## src/hdl/swc_pkg.sv

```systemverilog
// Shared types and constants for the swept circle actor contact block.
// Depends on nothing; every other file imports it.
package swc_pkg;

  // fixed point
  localparam int FRAC_BITS = 16;
  localparam int ONE       = 1 << FRAC_BITS;
  localparam int QW        = FRAC_BITS + 1;              // fraction 0..ONE
  localparam int SCALE_LOW = (35 * ONE + 50) / 100;
  localparam int SCALE_OFF = (999 * ONE + 999) / 1000;   // scale at or above: no test

  // configuration registers
  localparam int REG_PLAYER = 0;
  localparam int REG_NPC    = 1;
  localparam int CFG_AW     = 3;

  // stream widths
  localparam int IN_TDATA_W  = 320;
  localparam int OUT_TDATA_W = 56;

  // datapath widths
  localparam int AW     = 64;                 // |m|^2
  localparam int BW     = 66 + FRAC_BITS;     // ONE * (r . m)
  localparam int CW     = 64 + 2 * FRAC_BITS; // ONE^2 * |r|^2
  localparam int RSW    = 26 + QW;            // summed radius
  localparam int RW     = 2 * RSW;            // radius squared
  localparam int GW     = 104;                // distance minus radius squared
  localparam int FW     = BW + 3;             // distance slope
  localparam int HW     = AW + QW + 1;        // A * n
  localparam int PW     = 34 + FRAC_BITS;     // position at contact
  localparam int SHW    = $clog2(PW);
  localparam int NMAG_W = 31;                 // normalized component magnitude
  localparam int LENW   = 2 * NMAG_W + 1;
  localparam int NORM_SH = 30;
  localparam int NW     = 96;
  localparam int NLW    = 16;                 // normal search result

  typedef struct packed {
    logic [QW-1:0] player;
    logic [QW-1:0] npc;
  } scale_t;

  typedef struct packed {
    logic signed [31:0] rel_x;
    logic signed [31:0] rel_y;
    logic signed [31:0] rel_z;
    logic signed [31:0] motion_x;
    logic signed [31:0] motion_y;
    logic signed [31:0] motion_z;
    logic [24:0]        half_a_x;
    logic [24:0]        half_a_y;
    logic [24:0]        half_b_x;
    logic [24:0]        half_b_y;
    logic [25:0]        vertical_reach;
    logic               involves_player;
  } req_t;

  // query geometry carried down the pipe; motion already negated
  typedef struct packed {
    logic signed [31:0] rx;
    logic signed [31:0] ry;
    logic signed [31:0] rz;
    logic signed [32:0] mx;
    logic signed [32:0] my;
    logic signed [32:0] mz;
    logic [25:0]        reach;
  } geom_t;

  typedef struct packed {
    logic               live;
    logic [AW-1:0]      a;
    logic signed [BW-1:0] cb;
    logic signed [GW-1:0] g0;   // dist2(0) - rsq
    logic signed [GW-1:0] gm;   // dist2(-1) - rsq
    logic signed [FW-1:0] f0;   // slope at grid point 0
    geom_t              geo;
  } coef_t;

  typedef struct packed {
    logic          live;
    logic [QW-1:0] q;
    geom_t         geo;
  } hitq_t;

  typedef struct packed {
    logic               hit;
    logic [QW-1:0]      frac;
    logic signed [15:0] nx;
    logic signed [15:0] ny;
  } res_t;

endpackage

```

## src/hdl/swc_cfg.sv

```systemverilog
// APB-style register file holding the two footprint scales.
// Depends on swc_pkg.
module swc_cfg import swc_pkg::*; (
  input  logic              clk,
  input  logic              rst_n,
  input  logic              cfg_psel,
  input  logic              cfg_penable,
  input  logic              cfg_pwrite,
  input  logic [CFG_AW-1:0] cfg_paddr,
  input  logic [31:0]       cfg_pwdata,
  output logic [31:0]       cfg_prdata,
  output logic              cfg_pready,
  output scale_t            scale_o
);

  scale_t        scale_r, scale_nxt;
  logic [QW-1:0] wval;
  logic          wr;

  assign cfg_pready = 1'b1;
  assign wr = cfg_psel & cfg_penable & cfg_pwrite;

  // saturate written value to the legal scale range
  always_comb begin
    wval = cfg_pwdata[QW-1:0];
    if (wval < QW'(SCALE_LOW)) wval = QW'(SCALE_LOW);
    else if (wval > QW'(ONE)) wval = QW'(ONE);
    scale_nxt = scale_r;
    if (wr) begin
      case (int'(cfg_paddr[2]))
        REG_PLAYER: scale_nxt.player = wval;
        REG_NPC:    scale_nxt.npc    = wval;
        default:    scale_nxt = scale_r;
      endcase
    end
  end

  always_ff @(posedge clk) begin
    if (!rst_n) begin
      scale_r.player <= QW'(ONE);
      scale_r.npc    <= QW'(ONE);
    end else begin
      scale_r <= scale_nxt;
    end
  end

  // read back
  always_comb begin
    case (int'(cfg_paddr[2]))
      REG_PLAYER: cfg_prdata = 32'(scale_r.player);
      REG_NPC:    cfg_prdata = 32'(scale_r.npc);
      default:    cfg_prdata = '0;
    endcase
  end

  assign scale_o = scale_r;

endmodule

```

## config.mk

```make
export PLATFORM = sky130hd
export DESIGN_NAME = swc_cfg
export DESIGN_NICKNAME = d
export VERILOG_FILES = /design/src/hdl/swc_pkg.sv /design/src/hdl/swc_cfg.sv
export SDC_FILE = /design/constraint.sdc
export NUM_CORES = 1
export LEC_CHECK = 0
export BUFFER_PORTS_ARGS = -buffer_cell sky130_fd_sc_hd__buf_2
export CAP_MARGIN = 20
export CORE_MARGIN = 2
export CORE_UTILIZATION = 24
export DETAILED_ROUTE_END_ITERATION = 10
export PLACE_DENSITY = 0.47
export SLEW_MARGIN = 5
export SYNTH_ARGS = -nofsm -noshare
export SYNTH_HDL_FRONTEND = slang
export SYNTH_SLANG_ARGS = --single-unit
```

## constraint.sdc

```tcl
create_clock -name clk -period 2.34 [get_ports clk]
set_input_delay 0.117 -clock clk [delete_from_list [all_inputs] [get_ports clk]]
set_output_delay 0.117 -clock clk [all_outputs]
set_load 0.01 [all_outputs]
```

==> impl_metrics.json, run 1 <==
{
  "chipHeight_microns": 90.6,
  "numCtsBuffers": 5,
  "boundaryPins": 107,
  "fp-row-count": 31,
  "tns_ns": 0,
  "drc": 0,
  "area_growth_pct": 27.8,
  "final_antenna_net_count": 0,
  "hold_path.class": "input port to flop",
  "synth_compound_area_share_pct": 22.0,
  "placedCellCount": 366,
  "ff2ff_path_depth": 3,
  "maxSlewHeadroom_pct": 42.1,
  "p_leak_nw": 1.08,
  "synth_xor_area_share_pct": 0,
  "routabilityCongestion": 0.664,
  "drt_iter0_drc": 46,
  "synth_fa_ha_area_share_pct": 0,
  "grt_usage_pct": 12.6,
  "hold_slack_ns": 0.103,
  "crit_required_ns": 2.55,
  "power_density_nw_per_um2": 531,
  "drt-vias-per-instance": 4.47,
  "end_kind": "flop",
  "max_freq_mhz": 588,
  "finalHoldViolCount": 0,
  "r2r_start": "scale_o[4]",
  "finClkSkew_ns": 0,
  "syn_avg_cell_area_sq_um": 8.82,
  "avgRoutedWirePerCell_microns": 13.8,
  "maxSlewViolCount": 0,
  "final.period_utilization_pct": 72.7,
  "grt_pass1_vias": 1551,
  "largest_register_ffs": 34,
  "reg2reg_to": "scale_o[4]",
  "drv_cap": 0,
  "grt_pass1_wl_mm": 8.25,
  "insertion_delay_ns": 0.28,
  "n_antenna_cell": 0,
  "arrival_ns": 1.92,
  "die_area_sq_um": 8210,
  "coreArea_sq_um": 7250,
  "crit_slowest_cell": "or4_1",
  "h-tree-depth": 2,
  "crit_type": "input port to flop",
  "rrSetupSlack_ns": 1.49,
  "setup_violations": 0,
  "total_power_w": 0.00122,
  "cts_buffer_depth": 2,
  "initial_core_util_pct": 24.8,
  "numPortBuffers": 73,
  "cp_max_fo": 14,
  "clock_sinks": 34,
  "syn_inst": 204,
  "endpoint": "scale_o[10]",
  "vdd_drop_max_mv": 0.159,
  "cp.depth": 6,
  "synth.yosys.seq_area_share_pct": 37.8,
  "worstMarginPinSlew_ns": 0.865,
  "synth_area_sq_um": 1800,
  "cpPeakStageDelay_ns": 0.59,
  "layout-drive-gt1-share_pct": 44.0,
  "status": "complete, no violations",
  "stdcell_count": 374,
  "antenna_found_initial": 0,
  "synth_mux_area_share_pct": 10.6,
  "grt-ovfl-total": 0,
  "cp-start-kind": "input port",
  "post_cts_buffers": 0,
  "hold_buffers": 0,
  "rsz0062_at_grt": "no",
  "fin_util_pct": 31.7,
  "period_minus_slack_ns": 1.70,
  "synth_top_family_by_area": "compound AO/OA/AOI/OAI gates",
  "crit_buf_inv": 2,
  "crit_family": "compound AO/OA/AOI/OAI gates",
  "fp.dieW_microns": 90.6,
  "clk_pin_slew_ns": 0.07,
  "nets": 314,
  "ys_warn_count": 0,
  "root_buffer": "clkbuf_8",
  "startpoint": "cfg_pwdata[2]",
  "first_pass_iters": 4,
  "dp_hpwl_mm": 3.73,
  "grt_start_max_net_pins": 42,
  "cts_resized": 0,
  "via_count": 1673,
  "synth_cell_types": 32,
  "path_cells": "buf_2 -> or4_1 -> o41ai_4 -> o311ai_2 -> buf_4 -> o21ai_0",
  "ys_ff_latch": 34,
  "synthSimpleGateAreaFrac_pct": 18.2,
  "cts_tree": "yes",
  "finalWirelength_mm": 5.16
}
## cells by family after synthesis
logic type      Yosys count
other cells               2
buf+inv                  33
compound gates           54
simple gates             64
flops                    34
mux                      17
## routing by layer
metal | GRT usage [%] | wire [microns]
met5 | 0 | 0
met3 | 4.01 | 314
met2 | 21.2 | 2390
met1 | 15.6 | 2400
met4 | 3.08 | 49
## cells in the mapped netlist (all sizes together)
cell     count  area (sq um)
dfxtp       34           681
o21ai       30           188
nand2       24          90.1
buf         20           148
mux2        17           191
nand3       17          85.1
a31oi       12          75.1
clkbuf      12          45.0
nand2b       6          37.5
a41oi        4          35.0
and3         4          25.0
or4          4          37.5
nor2         3          11.3
a21boi       2          15.0
conb         2          7.51
nand4        2          12.5
a2111oi      1          15.0
inv          1          3.75
nand4b       1          8.76
nor2b        1          6.26
o211a        1          10.0
o211ai       1          7.51
o21a         1          7.51
o311ai       1          16.3
o41ai        1          27.5
or2          1          6.26
or3          1          6.26
## tightest hold or removal path, delay by kind of cell
kind                   cells  cell delay [ns]
and+or+nand+nor            1             0.05
AOI/OAI and AO/OA          1             0.06
buffers and inverters      1             0.12
## report_power, final
group	internal, W	switching [W]	total, W	leakage (nW)
Combinational	0.0000632	0.000106	0.000169	0.752
Sequential	0.000592	0.00000863	0.000600	0.275
Clock	0.000237	0.000214	0.000451	0.0482
## final cells by class
type	instances	area [sq um]
clock inverter	1	5.00
timing repair buffer	81	425
fill	800	4950
sequential	34	681
multi-input combinational	151	975
clock buffer	7	86.3
inverter	1	3.75
tap	99	124
## layout by cell type, fill, tap and decap left out, types with 2 or more instances in the layout
master / netlist / routed
nand2b_1: 6 / 6
and3_1: 4 / 4
mux2_2: 17 / 17
dfxtp_1: 34 / 34
nor2_1: 3 / 3
buf_2: 1 / 73
or4_1: 2 / 2
a21boi_0: 2 / 2
or4_4: 2 / 2
a41oi_1: 4 / 4
nand4_1: 2 / 2
o21ai_2: 10 / 10
clkbuf_8: 0 / 6
buf_4: 17 / 8
o21ai_0: 20 / 20
a31oi_1: 12 / 12
conb_1: 2 / 16
nand3_1: 17 / 17
nand2_1: 24 / 24
## metrics by stage
stage | setup slack, ns | cell area (sq um)
after detailed placement | 0.332 | 2210
after CTS | 0.628 | 2300
after global placement | 0.369 | 2210
after global routing | 0.504 | 2300
final | 0.638 | 2300
after floorplan | 0.634 | 1850
## worst min path at each step
stage                   start  slack [ns]          end  cells after the start
3_5_place_dp    cfg_pwdata[0]        0.40   scale_o[0]                      3
2_1_floorplan  cfg_pwdata[10]        0.26  scale_o[10]                      2
5_1_grt         cfg_pwdata[6]        0.10  scale_o[23]                      3
4_1_cts         cfg_pwdata[0]         0.1   scale_o[0]                      3
6_report        cfg_pwdata[0]        0.10  scale_o[17]                      3
3_3_place_gp    cfg_pwdata[0]        0.40   scale_o[0]                      3
Power figures use the tool's default switching activity.
==> inputs of run 2 (changes only) <==
==> constraint.sdc (replaced) <==
create_clock -name clk -period 1.65 [get_ports clk]
set_input_delay 0.0825 -clock clk [delete_from_list [all_inputs] [get_ports clk]]
set_output_delay 0.0825 -clock clk [all_outputs]
set_load 0.01 [all_outputs]
==> run 2 against run 1 <==
Net effect: non-clock buffer count increased by 10; via count grew 2.2%; register-to-register slack lost 0.72 ns; sequential share of layout area fell by 1.6 points; clock power is 70% higher; combinational power up 58%; highest routed layer unchanged.
==> impl_metrics.json, run 2 (synthesized netlist as in run 1, its figures left out) <==
{
  "cts_buffer_depth": 2,
  "hold_start": "cfg_pwdata[5]",
  "root_buffer": "clkbuf_8",
  "holdPathStages": 3,
  "ff2ff_path_depth": 3,
  "r2r_start": "scale_o[21]",
  "grt_start_max_net_pins": 27,
  "p_leak_nw": 1.14,
  "final_cell_mix": "buf_2 (73), dfxtp_1 (34), nand2_1 (24)",
  "final_antenna_net_count": 0,
  "place_area_sq_um": 2320,
  "reg2reg_to": "scale_o[21]",
  "coreArea_sq_um": 7250,
  "tns_ns": 0,
  "setup_violations": 0,
  "h-tree-depth": 2,
  "end_kind": "flop",
  "clock_sinks": 34,
  "routabilityCongestion": 0.758,
  "crit_required_ns": 1.86,
  "drt-vias-per-instance": 4.45,
  "numPortBuffers": 73,
  "cts_resized": 0,
  "n_antenna_cell": 0,
  "chipHeight_microns": 90.6,
  "avgRoutedWirePerCell_microns": 13.5,
  "antenna_found_initial": 0,
  "cts_tree": "yes",
  "clk_pin_slew_ns": 0.07,
  "dp_hpwl_mm": 3.90,
  "post_cts_buffers": 0,
  "grt_pass1_vias": 1556,
  "insertion_delay_ns": 0.28,
  "rrSetupSlack_ns": 0.77,
  "nets": 324,
  "grt_pass1_wl_mm": 8.25,
  "max_freq_mhz": 662,
  "dp_slack_ns": -0.149,
  "status": "complete, no violations",
  "cp-start-kind": "input port",
  "layout-drive-gt1-share_pct": 46.3,
  "drv_cap": 0,
  "drc": 0,
  "period_minus_slack_ns": 1.51,
  "holdPathEnd": "scale_o[5]",
  "hold_path.class": "input port to flop",
  "crit_type": "input port to flop",
  "finClkSkew_ns": 0,
  "rsz0062_at_grt": "no",
  "layout_commonest_cell": "buf_2",
  "first_pass_iters": 4,
  "finalWirelength_mm": 5.17,
  "arrival_ns": 1.72,
  "total_power_w": 0.00188,
  "drt_iter0_drc": 37,
  "area_growth_pct": 35.3,
  "die_area_sq_um": 8210,
  "hold_buffers": 0,
  "final.period_utilization_pct": 91.5,
  "largest_register_ffs": 34,
  "finalInstanceArea_sq_um": 2430,
  "grt-ovfl-total": 0,
  "vdd_drop_max_mv": 0.518,
  "cp_max_fo": 14,
  "numCtsBuffers": 5,
  "grt_usage_pct": 12.7,
  "timing.final.ws_setup_ns": 0.140,
  "finalHoldViolCount": 0,
  "initial_core_util_pct": 24.8,
  "boundaryPins": 107,
  "fp-row-count": 31,
  "fp.dieW_microns": 90.6,
  "fillers": 790,
  "maxSlewViolCount": 0,
  "via_count": 1709,
  "power_density_nw_per_um2": 774
}
[run 2: cell count changes in the layout (fill, tap and decap cells not counted)]
cell	change
a2111oi_2	-1
a2111oi_4	+1
buf_12	+2
buf_4	+8
bufinv_16	+1
clkbuf_1	-1
clkbuf_8	-1
clkinv_2	-1
clkinvlp_4	+2
[run 2: layout make-up]
type	instances	area (sq um)	share of cell area (%)
inverters	1	3.75	0.154
multi-input cells	151	987	40.5
well taps	99	124	5.09
clock inverters	3	45.0	1.85
repair buffers	91	526	21.6
flip-flops and latches	34	681	28.0
clock buffers	5	68.8	2.83
[run 2: worst max-delay path by stage]
stage	slack (ns)	endpoint	from
6_report	0.14	scale_o[9]	cfg_pwdata[10]
2_1_floorplan	-0.01	scale_o[26]	cfg_pwdata[10]
3_5_place_dp	-0.15	scale_o[9]	cfg_pwdata[10]
5_1_grt	0.06	scale_o[10]	cfg_pwdata[10]
4_1_cts	0.15	scale_o[9]	cfg_pwdata[10]
3_3_place_gp	-0.11	scale_o[9]	cfg_pwdata[10]
[run 2: routing by layer]
metal	vias to the layer above	track usage (%)	routed length, microns	part of all wire (%)
met5	-	0	0	0
met4	0	3.46	39	0.75
met3	4	3.17	262	5.1
met2	50	20.8	2500	48
met1	787	16.7	2370	46
li1	868	-	-	-
[run 2: per-stage QoR]
stage	std cells	hold WS (ns)	utilization, %
2_1_floorplan	218	0.222	-
3_3_place_gp	376	0.378	32.0
3_5_place_dp	376	0.375	32.0
4_1_cts	384	0.0685	33.6
5_1_grt	384	0.0873	33.6
6_report	384	0.0750	33.6
[run 2: where the power goes]
part / internal [W] / switching (W) / total (W) / leakage [nW]
logic: 0.000111 / 0.000156 / 0.000267 / 0.812
clock network: 0.000449 / 0.000317 / 0.000766 / 0.0504
registers: 0.000839 / 0.0000129 / 0.000851 / 0.275
total: 0.00140 / 0.000485 / 0.00188 / 1.14
[run 2: worst max-delay path, stage by stage]
cell and delay (ns):
buf_2 0.11, or4_4 0.57, o41ai_4 0.41, o311ai_2 0.18
buf_12 0.20, o21ai_0 0.15
==> inputs of run 3 (changes only) <==
--- a/config.mk
+++ b/config.mk
@@ -10,7 +10,7 @@
 export CORE_MARGIN = 2
 export CORE_UTILIZATION = 24
 export DETAILED_ROUTE_END_ITERATION = 10
-export PLACE_DENSITY = 0.47
+export PLACE_DENSITY = 0.56
 export SLEW_MARGIN = 5
 export SYNTH_ARGS = -nofsm -noshare
 export SYNTH_HDL_FRONTEND = slang
==> run 3 against run 2 <==
Net effect: global-route usage rose by 0.17 points; non-clock buffer count is 1 higher; combinational power hardly changed; sequential power barely moved; sequential share of layout area about the same; final cell count increased by 0.26%; die area did not move; worst hold slack gained 0.040 ns; maximum frequency is 1.3% lower; via count up 2.0%; critical path depth is the same; largest power group unchanged; routed wire length rose by 1.1%.
==> impl_metrics.json, run 3 (synthesized netlist as in run 1, its figures left out) <==
{
  "finalHoldViolCount": 0,
  "largest_register_ffs": 34,
  "fp.dieW_microns": 90.6,
  "numCtsBuffers": 5,
  "rsz0062_at_grt": "no",
  "hold_buffers": 0,
  "coreArea_sq_um": 7250,
  "cts_tree": "yes",
  "insertion_delay_ns": 0.28,
  "setup_violations": 0,
  "wl_met3_microns": 339,
  "cp-start-kind": "input port",
  "crit_required_ns": 1.85,
  "finalInstanceArea_sq_um": 2440,
  "crit_type": "input port to flop",
  "layout-drive-gt1-share_pct": 46.5,
  "grt_start_max_net_pins": 30,
  "grt-ovfl-total": 0,
  "avgRoutedWirePerCell_microns": 13.6,
  "chipHeight_microns": 90.6,
  "cts_buffer_depth": 2,
  "maxSlewHeadroom_pct": 66.0,
  "die_area_sq_um": 8210,
  "drv_cap": 0,
  "status": "complete, no violations",
  "first_pass_iters": 4,
  "hold_path.class": "input port to flop",
  "placedCellCount": 377,
  "layout_commonest_cell": "buf_2",
  "finClkSkew_ns": 0,
  "final_cell_mix": "buf_2 (73), dfxtp_1 (34), nand2_1 (24)",
  "routed.top_layer": "met4",
  "period_minus_slack_ns": 1.53,
  "drt_iter0_drc": 68,
  "finalWirelength_mm": 5.23,
  "initial_core_util_pct": 24.8,
  "path_cells": "buf_2 -> or4_4 -> o41ai_4 -> o311ai_2 -> buf_12 -> o21ai_0",
  "grt_pass1_wl_mm": 8.43,
  "dp_slack_ns": -0.158,
  "via_count": 1743,
  "maxSlewViolCount": 0,
  "routed-wl-met2_mm": 2.52,
  "timing.final.ws_setup_ns": 0.120,
  "drc": 0,
  "drt-vias-per-instance": 4.53,
  "p_leak_nw": 1.15,
  "power_density_nw_per_um2": 749,
  "clock_sinks": 34,
  "h-tree-depth": 2,
  "final.period_utilization_pct": 92.7,
  "root_buffer": "clkbuf_8",
  "boundaryPins": 107,
  "arrival_ns": 1.73,
  "cpPeakStageDelay_ns": 0.57,
  "numPortBuffers": 73,
  "nets": 325,
  "tns_ns": 0,
  "m1WireLength_mm": 2.31,
  "cts_resized": 0,
  "crit_family": "compound AO/OA/AOI/OAI gates",
  "area_growth_pct": 35.5,
  "post_cts_buffers": 0,
  "worstMarginPinSlew_ns": 0.510,
  "dp_hpwl_mm": 3.98,
  "grt_pass1_vias": 1636,
  "crit_buf_inv": 2,
  "cp_max_fo": 14,
  "place_area_sq_um": 2330,
  "clk_pin_slew_ns": 0.07,
  "stdcell_count": 385,
  "antenna_found_initial": 0,
  "routabilityCongestion": 0.789,
  "hold_slack_ns": 0.115,
  "fp-row-count": 31,
  "final_antenna_net_count": 0,
  "max_freq_mhz": 653,
  "n_antenna_cell": 0,
  "end_kind": "flop",
  "grt_usage_pct": 12.9,
  "crit_slowest_cell": "or4_4",
  "vdd_drop_max_mv": 0.416
}
[run 3: cell types whose count changed in the layout (fill, tap and decap cells not counted)]
cell / previous run / this run
clkbuf_8: 5 / 8
bufinv_16: 1 / 0
clkinvlp_4: 2 / 0
buf_4: 16 / 17
[run 3: cell type report]
class	count	area, sq um
well taps	99	124
repair buffers	92	533
multi-input cells	151	987
clock buffers	8	110
inverters	1	3.75
fillers	768	4810
flip-flops and latches	34	681
[run 3: final timing paths]
kind,startpoint,end,slack [ns],cells past startpoint
min,cfg_pwdata[4],scale_o[21],0.12,3
max,cfg_pwdata[10],scale_o[9],0.12,6
min reg2reg,scale_o[23],scale_o[23],0.48,2
max reg2reg,scale_o[4],scale_o[4],0.80,3
[run 3: worst min-delay path: stages]
cell	delay, ns
buf_2	0.12
a41oi_1	0.10
o21ai_0	0.06
[run 3: power breakdown]
| group | total [W] | internal [W] | switching, W |
|---|---|---|---|
| clock | 0.000707 | 0.000421 | 0.000286 |
| combinational | 0.000268 | 0.000112 | 0.000156 |
| sequential | 0.000852 | 0.000839 | 0.0000129 |
[run 3: layer usage]
layer / track usage, % / vias up
li1: - / 865
met1: 15.5 / 809
met2: 22.1 / 63
met3: 3.84 / 6
met4: 3.97 / 0
met5: 0 / -
[run 3: per-stage QoR]
stage	power, W	util [%]
finish	0.00183	33.6
global route	0.00192	33.6
CTS	0.00185	33.6
detailed placement	0.00114	32.1
global placement	0.00114	32.1
floorplan	0.00104	-
